**src/rtl/ita_pkg.sv**
```systemverilog
`timescale 1ns / 1ps
`default_nettype none
// ----------------------------------------------------------------------------
// ita_pkg: shared definitions of the integer to ASCII formatter
// Conversion codes, character constants, default sizes and the control
// bundle of the digit conversion unit.
// ----------------------------------------------------------------------------
package ita_pkg;

    localparam int DEF_VALUE_BITS = 16;
    localparam int DEF_MAX_WIDTH  = 32;
    localparam int FUNC_W         = 3;
    localparam int CHAR_W         = 8;
    localparam int FWIDTH_W       = 6;

    localparam logic [FUNC_W-1:0] FUNC_SDEC = 3'd0;
    localparam logic [FUNC_W-1:0] FUNC_UDEC = 3'd1;
    localparam logic [FUNC_W-1:0] FUNC_HEXL = 3'd2;
    localparam logic [FUNC_W-1:0] FUNC_HEXU = 3'd3;
    localparam logic [FUNC_W-1:0] FUNC_CHAR = 3'd4;

    localparam logic [CHAR_W-1:0] CH_ZERO    = 8'h30;
    localparam logic [CHAR_W-1:0] CH_UPPER_A = 8'h41;
    localparam logic [CHAR_W-1:0] CH_LOWER_A = 8'h61;
    localparam logic [CHAR_W-1:0] CH_MINUS   = 8'h2D;

    localparam logic [3:0] DIGIT_TEN = 4'hA;

    typedef struct packed {
        logic load;
        logic step;
        logic dec;
    } dab_ctrl_t;

    function automatic logic [CHAR_W-1:0] digit_char(input logic [3:0] d, input logic upper);
        logic [CHAR_W-1:0] c;
        if (d < DIGIT_TEN)
            c = CH_ZERO + CHAR_W'(d);
        else if (upper)
            c = CH_UPPER_A + CHAR_W'(d - DIGIT_TEN);
        else
            c = CH_LOWER_A + CHAR_W'(d - DIGIT_TEN);
        return c;
    endfunction

endpackage
`default_nettype wire

```
**src/rtl/ita_in_if.sv**
```systemverilog
`timescale 1ns / 1ps
`default_nettype none
// ----------------------------------------------------------------------------
// ita_in_if: input channel of the formatter
// Valid/ready channel carrying one value with its conversion kind and format.
// ----------------------------------------------------------------------------
interface ita_in_if
    import ita_pkg::*;
#(
    parameter int VALUE_BITS = DEF_VALUE_BITS
) ();
    logic                  valid;
    logic                  ready;
    logic [FUNC_W-1:0]     func;
    logic [VALUE_BITS-1:0] value;
    logic [CHAR_W-1:0]     fill;
    logic [FWIDTH_W-1:0]   field_width;

    modport source (output valid, output func, output value, output fill,
                    output field_width, input ready);
    modport sink   (input valid, input func, input value, input fill,
                    input field_width, output ready);
endinterface
`default_nettype wire

```
**src/rtl/ita_out_if.sv**
```systemverilog
`timescale 1ns / 1ps
`default_nettype none
// ----------------------------------------------------------------------------
// ita_out_if: character channel of the formatter
// Valid/ready channel carrying one character and an end-of-text mark.
// ----------------------------------------------------------------------------
interface ita_out_if
    import ita_pkg::*;
();
    logic              valid;
    logic              ready;
    logic [CHAR_W-1:0] out_char;
    logic              last;

    modport source (output valid, output out_char, output last, input ready);
    modport sink   (input valid, input out_char, input last, output ready);
endinterface
`default_nettype wire

```
**src/rtl/ita_dabble.sv**
```systemverilog
`timescale 1ns / 1ps
`default_nettype none
// ----------------------------------------------------------------------------
// ita_dabble: bit-serial radix conversion unit
// Shifts the magnitude in one bit per cycle while step is high, most
// significant first, into a nibble register; in decimal mode each nibble of
// five or more gets three added before the shift; counts significant digits.
// ----------------------------------------------------------------------------
module ita_dabble
    import ita_pkg::*;
#(
    parameter int VALUE_BITS = DEF_VALUE_BITS,
    parameter int DIGITS     = DEF_VALUE_BITS / 3 + 1,
    localparam int NDW       = $clog2(DIGITS + 1),
    localparam int IXW       = $clog2(DIGITS)
) (
    input  wire logic                  clk,
    input  wire logic                  rst_n,
    input  wire dab_ctrl_t             ctrl,
    input  wire logic [VALUE_BITS-1:0] load_value,
    output logic      [DIGITS*4-1:0]   digits,
    output logic      [NDW-1:0]        num_digits
);

    logic [VALUE_BITS-1:0] sh_reg;
    logic [DIGITS*4-1:0]   bcd_reg;
    logic [NDW-1:0]        nd_reg;
    logic [DIGITS*4-1:0]   adj;
    logic [DIGITS*4-1:0]   bcd_next;
    logic                  grow;

    always_comb
    begin
        for (int i = 0; i < DIGITS; i++)
        begin
            if (ctrl.dec && (bcd_reg[i*4 +: 4] >= 4'd5))
                adj[i*4 +: 4] = bcd_reg[i*4 +: 4] + 4'd3;
            else
                adj[i*4 +: 4] = bcd_reg[i*4 +: 4];
        end
        bcd_next = {adj[DIGITS*4-2:0], sh_reg[VALUE_BITS-1]};
        // The value at most doubles per step, so it gains at most one digit.
        grow = (nd_reg < NDW'(DIGITS)) && (bcd_next[nd_reg[IXW-1:0]*4 +: 4] != 4'd0);
    end

    always_ff @(posedge clk or negedge rst_n)
    begin
        if (!rst_n)
        begin
            sh_reg  <= '0;
            bcd_reg <= '0;
            nd_reg  <= NDW'(1);
        end
        else if (ctrl.load)
        begin
            sh_reg  <= load_value;
            bcd_reg <= '0;
            nd_reg  <= NDW'(1);
        end
        else if (ctrl.step)
        begin
            sh_reg  <= {sh_reg[VALUE_BITS-2:0], 1'b0};
            bcd_reg <= bcd_next;
            if (grow)
                nd_reg <= nd_reg + NDW'(1);
        end
    end

    assign digits     = bcd_reg;
    assign num_digits = nd_reg;

endmodule
`default_nettype wire

```
**src/rtl/integer_to_ascii_formatter.sv**
```systemverilog
`timescale 1ns / 1ps
`default_nettype none
// ----------------------------------------------------------------------------
// integer_to_ascii_formatter: printf-style %d %u %x %X %c formatter
// Turns one value into a burst of ASCII characters with leading fill.
// ----------------------------------------------------------------------------
// A numeric item passes from its transfer on din through ST_CONV, where the
// shift-and-adjust conversion unit handles one bit of the value per cycle,
// ST_PREP, which sets up the padding count, and ST_EMIT, where one character
// leaves per cycle while dout is not stalled; then the block is ready again.
// A character item goes straight to ST_EMIT and an unused kind is dropped.
// Characters pass through an output register, so the final character of one
// item may still wait on dout while the next item is taken. Fill characters
// come before the minus sign, so zero fill of -5 to width five gives "000-5".
// ----------------------------------------------------------------------------
module integer_to_ascii_formatter
    import ita_pkg::*;
#(
    parameter int VALUE_BITS = DEF_VALUE_BITS,
    parameter int MAX_WIDTH  = DEF_MAX_WIDTH
) (
    input wire logic clk,
    input wire logic rst_n,
    ita_in_if.sink   din,
    ita_out_if.source dout
);

    localparam int DIGITS = VALUE_BITS / 3 + 1;
    localparam int NDW    = $clog2(DIGITS + 1);
    localparam int IXW    = $clog2(DIGITS);
    localparam int WW     = $clog2(MAX_WIDTH + 1);
    localparam int BCW    = $clog2(VALUE_BITS + 1);

    typedef enum logic [1:0] {
        ST_IDLE,
        ST_CONV,
        ST_PREP,
        ST_EMIT
    } state_t;

    state_t            state_reg;
    logic [BCW-1:0]    bc_reg;
    logic              neg_reg;
    logic              upper_reg;
    logic              dec_reg;
    logic              char_mode_reg;
    logic [CHAR_W-1:0] chr_reg;
    logic [CHAR_W-1:0] fill_reg;
    logic [WW-1:0]     width_reg;
    logic [WW-1:0]     pad_reg;
    logic [IXW-1:0]    idx_reg;
    logic              ov_reg;
    logic [CHAR_W-1:0] oc_reg;
    logic              ol_reg;

    dab_ctrl_t             dab_ctrl;
    logic [VALUE_BITS-1:0] mag;
    logic [DIGITS*4-1:0]   dab_digits;
    logic [NDW-1:0]        dab_nd;
    logic                  accept;
    logic                  numeric;
    logic                  out_free;
    logic                  load_out;
    logic [3:0]            cur_digit;
    logic [CHAR_W-1:0]     cur_ch;
    logic [7:0]            used;
    logic [7:0]            width8;

    assign din.ready = (state_reg == ST_IDLE);
    assign accept    = din.valid && din.ready;
    assign numeric   = (din.func <= FUNC_HEXU);
    assign out_free  = !ov_reg || dout.ready;
    assign load_out  = (state_reg == ST_EMIT) && out_free;

    // Two's complement magnitude; the most negative value maps onto itself.
    assign mag = ((din.func == FUNC_SDEC) && din.value[VALUE_BITS-1]) ?
                 (~din.value + VALUE_BITS'(1)) : din.value;

    assign dab_ctrl = '{load: accept && numeric,
                        step: (state_reg == ST_CONV),
                        dec:  dec_reg};

    ita_dabble #(
        .VALUE_BITS (VALUE_BITS),
        .DIGITS     (DIGITS)
    ) u_dabble (
        .clk        (clk),
        .rst_n      (rst_n),
        .ctrl       (dab_ctrl),
        .load_value (mag),
        .digits     (dab_digits),
        .num_digits (dab_nd)
    );

    assign cur_digit = dab_digits[idx_reg*4 +: 4];
    assign cur_ch    = digit_char(cur_digit, upper_reg);
    assign used      = 8'(dab_nd) + 8'(neg_reg);
    assign width8    = 8'(width_reg);

    always_ff @(posedge clk or negedge rst_n)
    begin
        if (!rst_n)
        begin
            state_reg     <= ST_IDLE;
            bc_reg        <= '0;
            neg_reg       <= 1'b0;
            upper_reg     <= 1'b0;
            dec_reg       <= 1'b0;
            char_mode_reg <= 1'b0;
            chr_reg       <= '0;
            fill_reg      <= '0;
            width_reg     <= '0;
            pad_reg       <= '0;
            idx_reg       <= '0;
            ov_reg        <= 1'b0;
            oc_reg        <= '0;
            ol_reg        <= 1'b0;
        end
        else
        begin
            if (load_out)
                ov_reg <= 1'b1;
            else if (dout.ready)
                ov_reg <= 1'b0;
            unique case (state_reg)
                ST_IDLE:
                begin
                    if (accept)
                    begin
                        priority if (din.func == FUNC_CHAR)
                        begin
                            char_mode_reg <= 1'b1;
                            chr_reg       <= din.value[7:0];
                            state_reg     <= ST_EMIT;
                        end
                        else if (numeric)
                        begin
                            char_mode_reg <= 1'b0;
                            neg_reg   <= (din.func == FUNC_SDEC) && din.value[VALUE_BITS-1];
                            upper_reg <= (din.func == FUNC_HEXU);
                            dec_reg   <= (din.func == FUNC_SDEC) || (din.func == FUNC_UDEC);
                            fill_reg  <= din.fill;
                            if (8'(din.field_width) > 8'(MAX_WIDTH))
                                width_reg <= WW'(MAX_WIDTH);
                            else
                                width_reg <= WW'(din.field_width);
                            bc_reg    <= BCW'(VALUE_BITS);
                            state_reg <= ST_CONV;
                        end
                        else
                        begin
                            state_reg <= ST_IDLE;
                        end
                    end
                end
                ST_CONV:
                begin
                    bc_reg <= bc_reg - BCW'(1);
                    if (bc_reg == BCW'(1))
                        state_reg <= ST_PREP;
                end
                ST_PREP:
                begin
                    if (width8 > used)
                        pad_reg <= WW'(width8 - used);
                    else
                        pad_reg <= '0;
                    idx_reg   <= IXW'(dab_nd - NDW'(1));
                    state_reg <= ST_EMIT;
                end
                ST_EMIT:
                begin
                    if (out_free)
                    begin
                        priority if (char_mode_reg)
                        begin
                            oc_reg    <= chr_reg;
                            ol_reg    <= 1'b1;
                            state_reg <= ST_IDLE;
                        end
                        else if (pad_reg != '0)
                        begin
                            oc_reg  <= fill_reg;
                            ol_reg  <= 1'b0;
                            pad_reg <= pad_reg - WW'(1);
                        end
                        else if (neg_reg)
                        begin
                            oc_reg  <= CH_MINUS;
                            ol_reg  <= 1'b0;
                            neg_reg <= 1'b0;
                        end
                        else
                        begin
                            oc_reg <= cur_ch;
                            ol_reg <= (idx_reg == '0);
                            if (idx_reg == '0)
                                state_reg <= ST_IDLE;
                            else
                                idx_reg <= idx_reg - IXW'(1);
                        end
                    end
                end
            endcase
        end
    end

    assign dout.valid    = ov_reg;
    assign dout.out_char = oc_reg;
    assign dout.last     = ol_reg;

    // An unused kind is dropped and the block stays ready.
    a_drop_unused: assert property (@(posedge clk) disable iff (!rst_n)
        (accept && (din.func > FUNC_CHAR)) |=> din.ready)
        else $error("unused kind did not leave the block ready");

    // A numeric transfer starts a conversion that blocks further input.
    a_numeric_busy: assert property (@(posedge clk) disable iff (!rst_n)
        (accept && numeric) |=> (!din.ready && (state_reg == ST_CONV)))
        else $error("numeric transfer did not start a conversion");

    // The digit count stays between one and the size of the digit register.
    a_digit_count: assert property (@(posedge clk) disable iff (!rst_n)
        (state_reg == ST_PREP) |-> ((dab_nd != '0) && (dab_nd <= NDW'(DIGITS))))
        else $error("digit count out of range");

endmodule
`default_nettype wire
```
**src/flat_wrapper.sv**
```systemverilog
// flat-port wrapper written by rule: the top's interface ports become plain ports
module integer_to_ascii_formatter_flat import ita_pkg::*;
#(
    parameter int VALUE_BITS = DEF_VALUE_BITS,
    parameter int MAX_WIDTH  = DEF_MAX_WIDTH
)
  (clk, rst_n, din_valid, din_func, din_value, din_fill, din_field_width, din_ready, dout_valid, dout_out_char, dout_last, dout_ready);
  ita_in_if #(.VALUE_BITS(VALUE_BITS)) din_i ();
  ita_out_if dout_i ();
  input wire logic clk;
  input wire logic rst_n;
  input wire logic [$bits(din_i.valid)-1:0] din_valid;
  input wire logic [$bits(din_i.func)-1:0] din_func;
  input wire logic [$bits(din_i.value)-1:0] din_value;
  input wire logic [$bits(din_i.fill)-1:0] din_fill;
  input wire logic [$bits(din_i.field_width)-1:0] din_field_width;
  output wire logic [$bits(din_i.ready)-1:0] din_ready;
  output wire logic [$bits(dout_i.valid)-1:0] dout_valid;
  output wire logic [$bits(dout_i.out_char)-1:0] dout_out_char;
  output wire logic [$bits(dout_i.last)-1:0] dout_last;
  input wire logic [$bits(dout_i.ready)-1:0] dout_ready;
  assign din_i.valid = din_valid;
  assign din_i.func = din_func;
  assign din_i.value = din_value;
  assign din_i.fill = din_fill;
  assign din_i.field_width = din_field_width;
  assign din_ready = din_i.ready;
  assign dout_valid = dout_i.valid;
  assign dout_out_char = dout_i.out_char;
  assign dout_last = dout_i.last;
  assign dout_i.ready = dout_ready;
  integer_to_ascii_formatter #(.VALUE_BITS(VALUE_BITS), .MAX_WIDTH(MAX_WIDTH)) u_core (.clk(clk), .rst_n(rst_n), .din(din_i), .dout(dout_i));
endmodule
```
**config.mk**
```make
export PLATFORM = sky130hd
export DESIGN_NAME = integer_to_ascii_formatter_flat
export DESIGN_NICKNAME = d
export VERILOG_FILES = /design/src/rtl/ita_pkg.sv /design/src/rtl/ita_in_if.sv /design/src/rtl/ita_out_if.sv /design/src/rtl/ita_dabble.sv /design/src/rtl/integer_to_ascii_formatter.sv /design/src/flat_wrapper.sv
export SDC_FILE = /design/constraint.sdc
export NUM_CORES = 1
export LEC_CHECK = 0
export ABC_CLOCK_PERIOD_IN_PS = 3400
export BUFFER_PORTS_ARGS = -buffer_cell sky130_fd_sc_hd__buf_2
export CORE_MARGIN = 5
export CORE_UTILIZATION = 60
export CTS_CLUSTER_DIAMETER = 60
export DETAILED_ROUTE_END_ITERATION = 10
export GPL_TIMING_DRIVEN = 0
export PLACE_DENSITY = 0.9
export SYNTH_ARGS = -nofsm -noshare
export SYNTH_HDL_FRONTEND = slang
export SYNTH_SLANG_ARGS = --single-unit
```
**constraint.sdc**
```tcl
create_clock -name clk -period 3.4 [get_ports clk]
set_input_delay 0.51 -clock clk [delete_from_list [all_inputs] [get_ports clk]]
set_output_delay 0.51 -clock clk [all_outputs]
set_load 0.1 [all_outputs]
```
=== Word-level counts from Yosys, hierarchy flattened ===
Index checks and enable logic that the tools add are counted.

* Add/sub/neg operators: 18
* Shift operators: 2
* Reduce and logical (&&, ||, !) cells: 36
* Bitwise logic cells: 2
* $lt $le $gt $ge: 11
* Muxes and demuxes: 59
* Eq/ne operators: 20
* Div/mod/pow operators: 0
* $mul: 0

{| class="wikitable"
|+ Operator list
! operator !! count
|-
| 16-bit two-way mux || 3
|-
| 24-bit two-way mux || 2
|-
| 24-bit by 6-bit indexed part select with 4-bit output || 2
|-
| 8-bit two-way mux || 5
|-
| 6-bit two-way mux || 5
|-
| 3-bit two-way mux || 9
|-
| 4-bit by 3-bit >= comparator with 1-bit output (second input constant) || 6
|-
| 4-bit by 2-bit adder with 4-bit output (second input constant) || 5
|-
| 4-bit two-way mux || 5
|-
| 2-bit inequality test (second input constant) || 9
|-
| 16-bit by 1-bit adder with 16-bit output (second input constant) || 1
|-
| 7-bit by 8-bit adder with 8-bit output (first input constant) || 2
|-
| 2-bit two-way mux || 8
|-
| 16-bit NOT || 1
|-
| 5-bit two-way mux || 3
|-
| 1-bit two-way mux || 14
|-
| 2-bit nonzero test || 7
|-
| 6-bit case mux with 2 select lines || 1
|-
| 4-bit AND reduction || 3
|-
| 6-bit AND reduction || 2
|-
| 1-bit logical AND || 11
|-
| 5-bit case mux with 2 select lines || 1
|-
| 6-bit by 8-bit > comparator with 1-bit output || 1
|-
| 2-bit case mux with 4 select lines || 1
|-
| other kinds (34) || 41
|}

* Memory bits (read-only): 0
* Memories kept: 0
* Bits in registers: 95
* Bits in latches: 0
* Input port bits: 37
* Memory bits (writable): 0
* Output and inout port bits: 11
* Word-level logic and storage cells: 165

=== Depth between registers and ports, before layout ===
Gate-level depths: netlist of run 1.

* Depth in word-level cells: 9
* Gate-level depth with buffers: 13

=== By module ===
A second synthesis of run 1 with hierarchy kept.

* Cell total of the unflattened synthesis: 705
* Area total of the unflattened synthesis: 6244.7 sq um

{| class="wikitable"
|+ By module, submodules not included
! module !! area an instance (sq um) !! sequential area each (sq um) !! instances !! cells each
|-
| integer_to_ascii_formatter || 3530.9 || 1301.2 || 1 || 400
|-
| ita_dabble || 2713.9 || 1077.3 || 1 || 305
|}

=== Worst setup path before layout of run 1 ===
Ideal clock, no wire load.

* Kind: reg2reg
* From: register u_core.neg_reg
* To: register u_core.pad_reg[0]
* Data required time: 3.275 ns
* Setup slack: 0.704 ns
* Arrival: 2.572 ns
* Library setup time: 0.125 ns
* Cell stages (with the launch flop): 12
* Cells stage by stage: dfrtp_1 ha_1 ha_1 xnor2_1 ha_1 nor2b_1 o21a_1 nor2_1 a41oi_1 o31ai_1 o22ai_1 mux2_2

* Cells in the longest elaborated chain, start to end: 4
* Elaborated cells on any way between the ends: 5
* Classes of those cells: add/sub (2); order compare (1); mux (2)

{| class="wikitable"
|+ Ends and longest elaborated chain
! what !! line !! RTL
|-
| from (decl) || integer_to_ascii_formatter.sv:43 || <nowiki>logic neg_reg;</nowiki>
|-
| from (signal assigned) || integer_to_ascii_formatter.sv:139 || <nowiki>neg_reg <= (din.func == FUNC_SDEC) && din.value[VALUE_BITS-1];</nowiki>
|-
| 3-bit by 1-bit adder with 4-bit output (*) || integer_to_ascii_formatter.sv:97 || <nowiki>assign used = 8'(dab_nd) + 8'(neg_reg);</nowiki>
|-
| 6-bit by 8-bit > comparator with 1-bit output / 6-bit subtractor (equally long branches) || integer_to_ascii_formatter.sv:164, integer_to_ascii_formatter.sv:165 ||
|-
| 6-bit two-way mux (*) || integer_to_ascii_formatter.sv:164 || <nowiki>if (width8 > used)</nowiki>
|-
| 6-bit case mux with 2 select lines (*) || integer_to_ascii_formatter.sv:125 || <nowiki>unique case (state_reg)</nowiki>
|-
| to (signal assigned) || integer_to_ascii_formatter.sv:165 || <nowiki>pad_reg <= WW'(width8 - used);</nowiki>
|-
| to (signal assigned) || integer_to_ascii_formatter.sv:185 || <nowiki>pad_reg <= pad_reg - WW'(1);</nowiki>
|-
| to (decl) || integer_to_ascii_formatter.sv:50 || <nowiki>logic [WW-1:0] pad_reg;</nowiki>
|}

Every way passes the cells marked *; elsewhere a longest branch is shown, timed or not.
A chain may end at the register's enable or synchronous reset.

=== Worst setup path in the final report of run 1 ===
* From: register u_core.neg_reg
* To: register u_core.pad_reg[1]

Same word-level chain as after synthesis.

==> results.md, run 1 <==
- Global-route wire length before repair: about 27 mm
- DP Wirelength: ~12 mm
- Max_cap viols: 0
- Worst-Skew Late Latency: about 0.38 ns
- Area of the die: roughly 13000 um^2
- H-tree depth: 3
- Mapped Cells: between 700 and 800
- Clk pin slew, worst setup/hold paths: around 0.11 ns
- Share of the synthesized area in the top cell type: 37.72%
- Final period util: between 90% and 100%
- Max FFs per register: 24
- Wire per inst: roughly 18 um
- Pwr Density: about 1100 nW/um^2
- Starting Density: approximately three fifths
- Clk root buf: clkbuf_8
- Router iterations before antenna repair: 6
- Vias in the first global route: 5540
- Dpl ws: between 0.2 and 0.3 ns
- Fin worst setup slack: roughly 0.31 ns
- FP Rows: 37
- GR Overflow Total: 0
- Commonest non-fill, non-tap cell in the layout: nand2_1
- WL final: about 16 mm
- CTS Buffer Depth: 2
- Total CTS buffers: 9
- Non-Filler Instances: between 900 and 1000
- Mapped cell area: about 6200 um^2
- ANT nets after route: 0
- Hold Vio Cnt, Final: 0
- Post-synth top flop: dfrtp_1
- Dpl cells: around 890
- Worst-Margin Slew: between 0.9 and 1 ns
- CP arrival: ~3.4 ns
- Avg Cell Area, Syn: roughly 9 um^2
- Slew headroom: between 30% and 40%
- Worst min path class: in -> async
- RSZ-0062 raised after global routing: false
- Drt drc: 0
- Lkg Pwr: 2.998 nW
- Via-to-Cell Ratio: between 6 and 7
- Worst Path Max Fanout: 6
- Register bit total from synthesis: 95
- Max Slew Vio Count: 0
- Worst Path Required: approximately 3.7 ns
- Total GRT Usage: between 20% and 30%
- Crit path launch type: register
- Storage cell area: roughly 2400 um^2
- N_diodes: 0
- Setup bufs post-CTS: 0
- Synthesis-to-finish area growth: 9.771%
- Synth warn: 0
- Largest net degree at the start of global routing: 56
- Post-synth EDFFs: 0
- # fillers: 770
- Iter 0 DRT Violations: slightly above 600
- Endpoints failing setup: 0
- Most frequent cells in the layout: 102 x nand2_1, 94 x dfrtp_1, 63 x o21ai_0
- Die width: 111.9 um
- Clock Skew: 0.01556 ns
- Cell taking the most area after synthesis: dfrtp_1
- Via count: between 5000 and 6000
- Final #Nets: 838
- Hold Buf Count CTS: 0
- Worst vdd ir: around 0.00064 V
- Ys async rst share: 100.0%
- Setup TNS Final: 0 ns
- CTS resizes: 0
- Area contributors post-synth: dfrtp_1 38%, ha_1 6.6%, nand2_1 6.1%
- Die Ht: between 100 and 150 um
- Register area share after synthesis: around two fifths
- Distinct cell type count after synthesis: 70
- Port bufs: 47
- Power Total: about 7.3 mW
- F_max: between 300 and 400 MHz
- Tmin final: slightly above 3 ns
- RD Place Congestion: around 0.9
- WS Path Type: reg -> reg
- CTS Sinks: between 90 and 100
- Core area: about 10000 um^2
- CP Capture Type: register
- Mapped Nets: 779
- Layout cells sized above 1: approximately an eighth
- CTS tree: done
- I/O pins: 48
- Initial antenna violation count: 0
- Area of the multi-input gates: 3535 um^2
- Status: finished clean
-- cells in the mapped netlist (all sizes together) (2+ instances only) --
master	count
nor2	39
nor4	3
a21oi	52
nor2b	10
a311oi	2
nand2b	14
nor3	16
a211oi	13
nor3b	7
nand3b	5
ha	33
o221ai	3
buf	7
or2	2
nand2	102
nand4	2
and4	2
o31ai	7
dfrtp	94
a41oi	3
a21o	2
mux2	9
o32a	2
nand3	18
mux4	4
o22ai	6
xnor2	25
a31oi	6
or3	6
o21a	2
xor2	4
inv	41
clkbuf	31
o211ai	12
and3	3
o21ai	68
mux2i	33
-- metal layers --
| metal | global-route usage (%) | wire, um | vias up |
|---|---|---|---|
| li1 | - | - | 2628 |
| met1 | 35.42 | 6702 | 2718 |
| met2 | 43.45 | 7918 | 284 |
| met3 | 4.293 | 1302 | 54 |
| met4 | 10.58 | 559 | 0 |
| met5 | 0 | 0 | - |
-- metrics by stage --
stage               hold slack [ns]  util (%)  cell area (um^2)
finish                       0.1949     66.91              6845
global route                 0.2622     66.91              6845
CTS                          0.2191     66.91              6845
detailed placement           0.4577     65.13              6664
global placement             0.4543     64.91              6641
floorplan                    0.2144         -              6236
-- worst paths after layout --
| check | end | cells past startpoint | from | slack [ns] |
|---|---|---|---|---|
| setup reg to reg | u_core.pad_reg[1]$_DFFE_PN0P_ | 11 | u_core.neg_reg$_DFFE_PN0P_ | 0.31 |
| max in group asynchronous | u_core.width_reg[5]$_DFFE_PN0P_ | 2 | rst_n | 2.53 |
| min in group clk | u_core.fill_reg[6]$_DFFE_PN0P_ | 3 | din_fill[6] | 0.32 |
| setup / recovery | u_core.pad_reg[1]$_DFFE_PN0P_ | 11 | u_core.neg_reg$_DFFE_PN0P_ | 0.31 |
| hold / removal | u_core.chr_reg[5]$_DFFE_PN0P_ | 1 | rst_n | 0.19 |
| hold reg to reg | u_core.fill_reg[0]$_DFFE_PN0P_ | 2 | u_core.fill_reg[0]$_DFFE_PN0P_ | 0.49 |
-- area by class of cell --
cell class | instances | share of cell area (%)
clock buffers | 10 | 1.864
repair buffers | 48 | 3.765
clock inverters | 6 | 0.7860
inverters | 41 | 2.248
plain buffers | 38 | 2.468
flip-flops and latches | 95 | 34.75
well taps | 136 | 2.486
multi-input cells | 534 | 51.64
-- logic make-up (layout without fill, tap and decap cells) --
family                     Yosys count  after routing  synth area share, %
AOI/OAI and AO/OA                  191            191                19.32
xor gates and xnor gates            29             29                4.073
adders and majority gates           34             34                6.942
buffers and inverters               79            143                5.176
DFF                                 95             95                38.14
muxes                               46             46                8.427
and+or+nand+nor                    234            234                17.92
-- critical path, cell delays in order (launching register included) --
cell and delay (ns):
dfrtp_1 0.46, ha_1 0.23, ha_1 0.21, xnor2_1 0.13, ha_1 0.36, nor2b_1 0.16
o21a_1 0.17, nor2_1 0.15, a41oi_1 0.07, o31ai_1 0.61, o22ai_1 0.15, mux2_2 0.30
-- power breakdown --
| group | internal (mW) | total (mW) | leakage [nW] | switching, mW |
|---|---|---|---|---|
| clock network | 0.278 | 0.719 | 0.0890 | 0.441 |
| registers | 1.66 | 2.21 | 1.19 | 0.549 |
| logic | 1.66 | 4.40 | 1.72 | 2.74 |
Power figures use the tool's default switching activity.
==> run 2, diff against run 1 <==
- CORE_UTILIZATION: 60 -> 55
- PLACE_DENSITY: 0.9 -> 0.84
==> run 2 against run 1 <==
Non-clock buffer count is the same. Largest power group unchanged. Critical path depth is the same. Global-route usage is essentially flat. Design area grew 2.6%. Sequential power is essentially flat. Highest routed layer is now met5.
==> results.md, run 2 (same netlist as run 1, synthesis figures left out) <==
- Dpl cells: 896 (+0.45%)
- Wire per inst: 18.70 um (+3.0%)
- Final Util: 63.94% (-3.0 points)
- Clk root buf: clkbuf_16
- Power share of the clock group: 15.1% (+5.3 points)
- CP max stage delay: 0.63 ns (+0.02 ns)
- Core area: 10980 um^2 (+7.3%)
- Hold Vio Cnt, Final: 0 (unchanged)
- CTS Sinks: 95 (unchanged)
- Total GRT Usage: 26.53% (about the same)
- Port bufs: 47 (unchanged)
- N_diodes: 0 (unchanged)
- Setup TNS Final: 0 ns (unchanged)
- Net Sw Power: 3.787 mW (+1.7%)
- Worst min path class: in -> async
- Tmin final: 3.125 ns (+0.03352 ns)
- Setup bufs post-CTS: 0 (unchanged)
- Most frequent cells in the layout: 102 x nand2_1, 94 x dfrtp_1, 63 x o21ai_0
- WS Path Type: reg -> reg
- Most common cell on crit path: ha_1
- Worst-path cell with the longest stage delay: o31ai_1
- Switch share: 48.28% (-2.6 points)
- Worst Path Required: 3.64 ns (-0.04 ns)
- Crit-path cells: ha_1, ha_1, xnor2_1, ha_1, nor2b_1, o21a_1, nor2_1, a41oi_1, o31ai_1, o22ai_1, mux2_2
- Final period util: 91.91% (+0.99 points)
- R2r worst-path depth: 11 (unchanged)
- Commonest non-fill, non-tap cell in the layout: nand2_1
- Router iterations before antenna repair: 5 (-1)
- Die width: 116.5 um (+4.1%)
- RR Endpoint: u_core.pad_reg[1]$_DFFE_PN0P_
- F_max: 320.0 MHz (-1.1%)
- CTS resizes: 0 (unchanged)
- CP Capture Type: register
- Max FFs per register: 24 (unchanged)
- GR Overflow Total: 0 (unchanged)
- Flop-to-flop setup slack: 0.28 ns (-0.03 ns)
- Synthesis-to-finish area growth: 12.62%
- Status: finished clean
- Max_cap viols: 0 (unchanged)
- Clk pin slew, worst setup/hold paths: 0.07 ns (-0.04 ns)
- RSZ-0062 raised after global routing: false
- H-tree depth: 3 (unchanged)
- Final #Nets: 838 (unchanged)
- Vias in the first global route: 5746 (+3.7%)
- Worst-Margin Slew: 1.007 ns (+0.06614 ns)
- Pwr Density: 1117 nW/um^2 (+4.3%)
- Worst-Skew Late Latency: 0.36 ns (-0.02 ns)
- FP Rows: 38 (+2.7%)
- Critical Path Source: u_core.neg_reg$_DFFE_PN0P_
- Clock Skew: 0.007623 ns (-0.007933 ns)
- Drt drc: 0 (unchanged)
- Int Power: 4.057 mW (+13%)
- Lkg Pwr: 3.082 nW (+2.8%)
- Non-Filler Instances: 912 (+0.44%)
- Max Slew Vio Count: 0 (unchanged)
- I/O pins: 48 (unchanged)
- Worst Path Max Fanout: 6 (unchanged)
- CTS tree: done
- Endpoints failing setup: 0 (unchanged)
- Crit path to: u_core.pad_reg[1]$_DFFE_PN0P_
- CP arrival: 3.36 ns (about the same)
- Iter 0 DRT Violations: 679 (+11%)
- WL final: 17.05 mm (+3.4%)
- RR Startpoint: u_core.neg_reg$_DFFE_PN0P_
- Seq pwr share: 28.3% (-1.9 points)
- Largest net degree at the start of global routing: 66 (+18%)
- ANT nets after route: 0 (unchanged)
- RD Place Congestion: 0.9324 (+6.1%)
- Worst vdd ir: 0.0008745 V (+37%)
- Area of the die: 13570 um^2 (+8.3%)
- Initial antenna violation count: 1 (+1)
- Slew headroom: 32.21% (-4.4 points)
- Via-to-Cell Ratio: 6.258 (about the same)
- Crit path launch type: register
- Combinational power share: 56.5% (-3.5 points)
- Hold Buf Count CTS: 0 (unchanged)
- DP Wirelength: 12.39 mm (+0.40%)
- Starting Density: 56.78% (-4.2 points)
- Layout cells sized above 1: 12.56% (+0.13 points)
- Via count: 5707 (+0.40%)
- WHS: 0.1006 ns (-0.09421 ns)
- CTS Buffer Depth: 2 (unchanged)
- Total CTS buffers: 9 (unchanged)
- Die Ht: 116.5 um (+4.1%)
- Global-route wire length before repair: 28.08 mm (+3.2%)
==> run 2: per-stage QoR <==
step	worst slack (ns)	cell area [um^2]	power (mW)
floorplan	0.7037	6236	5.449
global placement	0.4484	6646	6.254
detailed placement	0.3527	6676	6.541
CTS	0.3359	7023	7.770
global route	0.1578	7023	8.392
finish	0.2751	7023	7.844
==> run 2: power groups by stage <==
stage	logic, mW	registers [mW]	clock network [mW]
finish	4.43	2.22	1.19
CTS	4.38	2.19	1.20
global placement	4.09	2.16	0
detailed placement	4.34	2.20	0
global route	4.88	2.28	1.23
floorplan	3.04	2.41	0
==> run 2: area by class of cell <==
type | instances | area (um^2)
Tap cell | 140 | 175.2
Sequential cell | 95 | 2379
Inverter | 41 | 153.9
Clock buffer | 9 | 225.2
Fill cell | 857 | 3960
Buffer | 38 | 168.9
Timing Repair Buffer | 48 | 265.3
Multi-Input combinational cell | 534 | 3535
Clock inverter | 7 | 121.4
==> run 2: worst min-delay path by stage <==
stage | slack, ns | from | depth (start not counted) | to
final | 0.10 | rst_n | 1 | u_core.u_dabble.digits[20]$_DFFE_PN0P_
after floorplan | 0.21 | rst_n | 0 | u_core.bc_reg[0]$_DFFE_PN0P_
after CTS | 0.10 | rst_n | 1 | u_core.u_dabble.digits[12]$_DFFE_PN0P_
after detailed placement | 0.46 | u_core.fill_reg[0]$_DFFE_PN0P_ | 2 | u_core.fill_reg[0]$_DFFE_PN0P_
after global placement | 0.46 | u_core.fill_reg[0]$_DFFE_PN0P_ | 2 | u_core.fill_reg[0]$_DFFE_PN0P_
after global routing | 0.12 | rst_n | 1 | u_core.bc_reg[0]$_DFFE_PN0P_
==> run 2: layer usage <==
| metal | wire (um) | part of all wire, % | vias to the layer above | track usage [%] |
|---|---|---|---|---|
| li1 | - | - | 2624 | - |
| met1 | 6941 | 41 | 2784 | 34.01 |
| met2 | 8267 | 48 | 254 | 43.06 |
| met3 | 1384 | 8.1 | 43 | 7.202 |
| met4 | 442 | 2.6 | 2 | 9.977 |
| met5 | 13 | 0.076 | - | 0 |
==> run 2: worst max-delay path: cells and delay by family (launching register included) <==
kind,cells,cell delay (ns)
AOI/OAI and AO/OA,4,1.02
xor gates and xnor gates,1,0.12
adders and majority gates,3,0.79
DFF,1,0.45
muxes,1,0.29
and+or+nand+nor,2,0.33
